## config.mk

```make
export PLATFORM = sky130hd
export DESIGN_NAME = iprt_ram
export DESIGN_NICKNAME = d
export VERILOG_FILES = /design/src/sv/ipv6_route_table_lpm_assert.svh /design/src/sv/iprt_ram.sv
export SDC_FILE = /design/constraint.sdc
export NUM_CORES = 1
export LEC_CHECK = 0
export BUFFER_PORTS_ARGS = -buffer_cell sky130_fd_sc_hd__buf_4
export CORE_MARGIN = 4
export CORE_UTILIZATION = 50
export CTS_CLUSTER_SIZE = 24
export DETAILED_ROUTE_END_ITERATION = 16
export PLACE_DENSITY = 0.66
export SKIP_CTS_REPAIR_TIMING = 1
export SYNTH_ARGS = -nofsm -noshare
export SYNTH_HDL_FRONTEND = slang
export SYNTH_SLANG_ARGS = --single-unit
```

## constraint.sdc

```tcl
create_clock -name aclk -period 2.05 [get_ports aclk]
set_input_delay 0.1025 -clock aclk [delete_from_list [all_inputs] [get_ports aclk]]
set_output_delay 0.1025 -clock aclk [all_outputs]
set_load 0.1 [all_outputs]
```

## src/sv/ipv6_route_table_lpm_assert.svh

```systemverilog
// Assertion macros for the IPv6 route table.
`ifndef IPV6_ROUTE_TABLE_LPM_ASSERT_SVH
`define IPV6_ROUTE_TABLE_LPM_ASSERT_SVH
`ifndef SYNTHESIS
`define IPRT_ASSERT_NOW(lbl, pre, post) \
    lbl: assert property (@(posedge aclk) disable iff (!aresetn) (pre) |-> (post)) \
        else $error("route table check failed");
`define IPRT_ASSERT_NXT(lbl, pre, post) \
    lbl: assert property (@(posedge aclk) disable iff (!aresetn) (pre) |=> (post)) \
        else $error("route table check failed");
`else
`define IPRT_ASSERT_NOW(lbl, pre, post)
`define IPRT_ASSERT_NXT(lbl, pre, post)
`endif
`endif

```

## src/sv/iprt_ram.sv

```systemverilog
// Simple dual-port RAM with registered read data.
`default_nettype none
module iprt_ram #(
    parameter int DEPTH = 16,
    parameter int WIDTH = 8,
    parameter int AW    = (DEPTH > 1) ? $clog2(DEPTH) : 1
) (
    input  wire logic             aclk,
    input  wire logic             we,
    input  wire logic [AW-1:0]    waddr,
    input  wire logic [WIDTH-1:0] wdata,
    input  wire logic [AW-1:0]    raddr,
    output logic      [WIDTH-1:0] rdata
);
    logic [WIDTH-1:0] mem [DEPTH];

    always_ff @(posedge aclk) begin
        if (we) begin
            mem[waddr] <= wdata;
        end
        rdata <= mem[raddr];
    end
endmodule
`default_nettype wire

```

After elaboration in Yosys (flattened, before gate mapping)

Memory sizes are Yosys's and may differ from the RTL's. A register that Yosys moved wholly into a read port is not among the register bits.
Cells that the tools add are included.

Mux-type cells: 2

Operator list:

| operator         | number |
|---|---|
| 1-bit 2-to-1 mux | 2 |

Memories kept: 1
Output and inout bits: 8
Bits in writable memories: 128
Bits in registers: 0
Input bits: 18

Memory list:

| memory | words | width | read ports | clocked after memory_dff | write ports | RTL line       | RTL |
|---|---|---|---|---|---|---|---|
| mem    | 16    | 8     | 1          | 1                        | 1           | iprt_ram.sv:15 | `logic [WIDTH-1:0] mem [DEPTH];` |

Logic depth before layout (Yosys ltp)

Depth in word-level cells: 2
Depth in mapped cells: 5

Least setup slack after synthesis

OpenSTA, ideal clock, no wires.

Kind: input-to-reg
From: input waddr[2]
To: memory mem[0][0], enable pin
Arrival time: 1.212 ns
Slack: 0.455 ns
Required time: 1.667 ns
Stages: 2
Cells stage by stage: or3b_2 -> nor3_1

RTL lines:

| what               | RTL line       | RTL |
|---|---|---|
| start: declaration | iprt_ram.sv:10 | `input wire logic [AW-1:0] waddr,` |
| end: declaration   | iprt_ram.sv:15 |  |

No word-level cell before the write port.

==> impl_metrics.xml <==
<?xml version="1.0" encoding="UTF-8"?>
<metrics>
  <group name="min_path">
    <metric name="worstHoldStart" unit="">waddr[0]</metric>
    <metric name="min_path_type" unit="">primary input to flop</metric>
  </group>
  <group name="logic_synthesis">
    <metric name="synthDistinctLibCells" unit="">19</metric>
    <metric name="synth_area" unit="sq um">5150</metric>
    <metric name="synth-xor-area-share" unit="%">0</metric>
    <metric name="synth-adder-area-share" unit="%">0</metric>
    <metric name="yosys_warnings" unit="">0</metric>
    <metric name="synth.area.mux_share" unit="%">15.0</metric>
    <metric name="synth-compound-area-share" unit="%">2.33</metric>
    <metric name="post_synth_simple_gate_area" unit="%">3.18</metric>
    <metric name="synthCells" unit="">229</metric>
    <metric name="main_combinational_cell_family_by_area_after_synthesis" unit="">multiplexers</metric>
    <metric name="ys_seq_elements" unit="">136</metric>
    <metric name="ys_seq_area_share" unit="%">77.8</metric>
    <metric name="synth_nets" unit="">247</metric>
    <metric name="synthesis.area_per_instance" unit="sq um">22.5</metric>
  </group>
  <group name="worst_setup_path">
    <metric name="critPathArrivalTime" unit="ns">1.78</metric>
    <metric name="critical_path_depth" unit="">3</metric>
    <metric name="startpoint" unit="">mem[1][0]$_DFFE_PP_</metric>
    <metric name="critical_path.endpoint_type" unit="">flop</metric>
    <metric name="critPathSlowestCell" unit="">sky130_fd_sc_hd__mux4_1</metric>
    <metric name="worst-path-buf-inv" unit="">0</metric>
    <metric name="reg2reg_to" unit="">rdata[0]$_DFF_P_</metric>
    <metric name="cp-endpoint" unit="">rdata[0]$_DFF_P_</metric>
    <metric name="type_of_the_setup_path_with_the_least_slack" unit="">flop to flop</metric>
    <metric name="r2r-start" unit="">mem[1][0]$_DFFE_PP_</metric>
    <metric name="path_max_fanout" unit="">1</metric>
    <metric name="cp_data_required_time" unit="ns">2.45</metric>
    <metric name="cp_cell_sequence" unit="">mux4_1 &gt; a22oi_1 &gt; nand2_1</metric>
    <metric name="regToRegSetupSlack" unit="ns">0.67</metric>
    <metric name="timing.critical_path.slowest_cell_delay" unit="ns">0.53</metric>
    <metric name="kind_of_cell_with_the_highest_combined_delay_on_the_critical_path" unit="">multiplexers</metric>
    <metric name="timing.reg2reg.worst_path_depth" unit="">3</metric>
    <metric name="timing.critical_path.from_type" unit="">flop</metric>
  </group>
  <group name="floorplanning">
    <metric name="dieWidth" unit="um">109</metric>
    <metric name="fp.dieArea" unit="sq um">12000</metric>
    <metric name="design.core.area" unit="sq um">9910</metric>
    <metric name="start_util" unit="%">51.9</metric>
    <metric name="die_y" unit="um">109</metric>
    <metric name="num_rows" unit="">36</metric>
    <metric name="num_io_pins" unit="">26</metric>
  </group>
  <group name="routing">
    <metric name="via_count" unit="">2478</metric>
    <metric name="detail_route.iter0.violations" unit="">204</metric>
    <metric name="detail_route.wirelength" unit="um">9970</metric>
    <metric name="detail_route.first_pass.iterations" unit="">4</metric>
    <metric name="route.detailed.wl_per_inst" unit="um">22.9</metric>
    <metric name="remaining_drc_errors" unit="">0</metric>
    <metric name="drtAntennaViolNets" unit="">0</metric>
    <metric name="number_of_vias_per_cell_after_detailed_routing" unit="">5.68</metric>
  </group>
  <group name="status">
    <metric name="status" unit="">finished, final reports clean</metric>
  </group>
  <group name="global_route">
    <metric name="first_global_vias" unit="">2525</metric>
    <metric name="globalRouteOverflowTotal" unit="">0</metric>
    <metric name="largest_net_degree_at_the_start_of_global_routing" unit="">33</metric>
    <metric name="number_of_antenna_violations_at_the_first_check_in_global_routing" unit="">0</metric>
    <metric name="grtUsageTotal" unit="%">18.8</metric>
    <metric name="grt_first_pass_wirelength" unit="um">15300</metric>
  </group>
  <group name="timing">
    <metric name="final.min_clock_period" unit="ns">1.38</metric>
    <metric name="max_slew.worst_pin.slew" unit="ns">0.754</metric>
    <metric name="max_freq" unit="GHz">0.724</metric>
    <metric name="finalCritPeriodShare" unit="%">67.4</metric>
    <metric name="timing.clock.skew" unit="ns">0.00552</metric>
    <metric name="timing.hold.ws" unit="ns">0.114</metric>
    <metric name="finalHoldViolations" unit="">0</metric>
    <metric name="report.final.setup_viol" unit="">0</metric>
    <metric name="grt_setup_unrepaired" unit="">false</metric>
    <metric name="report.final.slew_viol_count" unit="">0</metric>
    <metric name="fin_setup_tns" unit="ns">0</metric>
    <metric name="slew_headroom" unit="%">49.6</metric>
  </group>
  <group name="layout">
    <metric name="nets" unit="">308</metric>
    <metric name="finish.utilization" unit="%">62.5</metric>
    <metric name="final_layout_size_suffix_gt1_share" unit="%">31.4</metric>
    <metric name="antennaDiodeCount" unit="">0</metric>
    <metric name="nFillCells" unit="">681</metric>
    <metric name="post_synthesis_to_final_layout_area_growth" unit="%">20.4</metric>
  </group>
  <group name="cts">
    <metric name="cts.sinks" unit="">136</metric>
    <metric name="clock-root-buffer" unit="">sky130_fd_sc_hd__clkbuf_8</metric>
    <metric name="clock_insertion_delay_worst_skew" unit="ns">0.52</metric>
    <metric name="clock_tree.htree_level_count" unit="">4</metric>
    <metric name="cts-root-to-sink-buffers" unit="">2</metric>
    <metric name="clkSlewWorstSetupHoldPaths" unit="ns">0.06</metric>
    <metric name="cts_made_buffers" unit="">17</metric>
    <metric name="tritoncts" unit="">built</metric>
  </group>
  <group name="placed_design">
    <metric name="port_buffers" unit="">25</metric>
    <metric name="gp_congestion" unit="">0.773</metric>
    <metric name="place_hpwl" unit="um">6330</metric>
  </group>
  <group name="job">
    <metric name="maxcap_violations" unit="">0</metric>
  </group>
  <group name="pwr">
    <metric name="peakVddDrop" unit="uV">570</metric>
    <metric name="power.leakage" unit="uW">0.00211</metric>
    <metric name="power_per_cell_area" unit="nW/um^2">1020</metric>
  </group>
</metrics>
-- through the flow --
step / power (uW) / cells / setup slack, ns / cell area, sq um
2_1_floorplan: 3470 / 229 / 0.455 / 5150
3_3_place_gp: 3620 / 396 / 0.397 / 5570
3_5_place_dp: 3630 / 396 / 0.383 / 5570
4_1_cts: 6340 / 428 / 0.656 / 6120
5_1_grt: 6520 / 436 / 0.593 / 6200
6_report: 6300 / 436 / 0.669 / 6200
-- per-layer routing --
layer	wire length [um]	share of wire, %	global-route usage, %
met4	206	2.1	7.93
met5	0	0	0
met3	390	3.9	4.87
met1	4420	44	25.8
met2	4950	50	28.8
-- worst min path at each step --
stage	to	cells after the start
floorplan	mem[0][0]$_DFFE_PP_	0
global placement	mem[14][2]$_DFFE_PP_	1
detailed placement	mem[1][0]$_DFFE_PP_	1
CTS	mem[4][0]$_DFFE_PP_	1
global route	mem[4][2]$_DFFE_PP_	3
finish	mem[4][2]$_DFFE_PP_	3
-- where the power goes --
part / total, uW / internal (uW) / switching [uW]
Sequential: 3130 / 3110 / 19.4
Clock: 2730 / 1600 / 1130
Combinational: 446 / 153 / 293
Total: 6300 / 4870 / 1440
-- layout make-up --
type                    instances  area (sq um)  area share (%)
well taps                     133           166            2.69
flip-flops and latches        136          4000            64.6
multi-input cells              83          1060            17.1
repair buffers                 52           423            6.83
clock inverters                15           131            2.12
clock buffers                  17           414            6.68
-- kinds of logic after synthesis --
logic type	count (synthesis)
AO/OA/AOI/OAI	16
AND/OR/NAND/NOR	35
flip-flops	136
buffers and inverters	10
multiplexers	32
-- tightest hold or removal path, cell delays in order --
cell	delay (ns)
sky130_fd_sc_hd__buf_4	0.11
sky130_fd_sc_hd__nor3_1	0.05
sky130_fd_sc_hd__buf_4	0.18
-- sequential cells by signal, indices dropped and copies added, names as in the netlist --
register / flops
rdata: 8
mem: 128
-- cell usage after synthesis --
library cell | number | share of area, %
sky130_fd_sc_hd__clkdlybuf4s25_2 | 3 | 0.58
sky130_fd_sc_hd__edfxtp_1 | 128 | 75
sky130_fd_sc_hd__nor3_1 | 4 | 0.39
sky130_fd_sc_hd__and2b_1 | 1 | 0.15
sky130_fd_sc_hd__nand2_1 | 9 | 0.66
sky130_fd_sc_hd__nor2b_1 | 1 | 0.12
sky130_fd_sc_hd__a22oi_1 | 16 | 2.3
sky130_fd_sc_hd__and2_1 | 1 | 0.12
sky130_fd_sc_hd__nand3_1 | 1 | 0.097
sky130_fd_sc_hd__or3b_2 | 1 | 0.17
sky130_fd_sc_hd__buf_6 | 3 | 0.66
sky130_fd_sc_hd__mux4_1 | 14 | 7.1
sky130_fd_sc_hd__nand3b_1 | 2 | 0.29
sky130_fd_sc_hd__dfxtp_1 | 8 | 3.1
sky130_fd_sc_hd__nor2_1 | 13 | 0.95
sky130_fd_sc_hd__nand2b_1 | 2 | 0.24
sky130_fd_sc_hd__buf_2 | 3 | 0.29
sky130_fd_sc_hd__mux4_2 | 18 | 7.9
sky130_fd_sc_hd__buf_4 | 1 | 0.15
-- placed cells by master, fill, tap and decap left out --
cell type	instances
sky130_fd_sc_hd__nor2_1	13
sky130_fd_sc_hd__a22oi_1	16
sky130_fd_sc_hd__nor2b_1	1
sky130_fd_sc_hd__buf_4	43
sky130_fd_sc_hd__dlygate4sd3_1	8
sky130_fd_sc_hd__dfxtp_1	8
sky130_fd_sc_hd__and2_1	1
sky130_fd_sc_hd__bufinv_16	1
sky130_fd_sc_hd__nand3_1	1
sky130_fd_sc_hd__nand3b_1	2
sky130_fd_sc_hd__clkinv_2	4
sky130_fd_sc_hd__buf_12	1
sky130_fd_sc_hd__nand2b_1	2
sky130_fd_sc_hd__clkbuf_8	1
sky130_fd_sc_hd__nor3_1	4
sky130_fd_sc_hd__inv_6	1
sky130_fd_sc_hd__nand2_1	9
sky130_fd_sc_hd__mux4_1	14
sky130_fd_sc_hd__clkinvlp_4	5
sky130_fd_sc_hd__and2b_1	1
sky130_fd_sc_hd__edfxtp_1	128
sky130_fd_sc_hd__or3b_2	1
sky130_fd_sc_hd__mux4_2	18
sky130_fd_sc_hd__clkinv_4	4
sky130_fd_sc_hd__clkbuf_16	16
No activity file was read; power rests on OpenSTA's default activity.
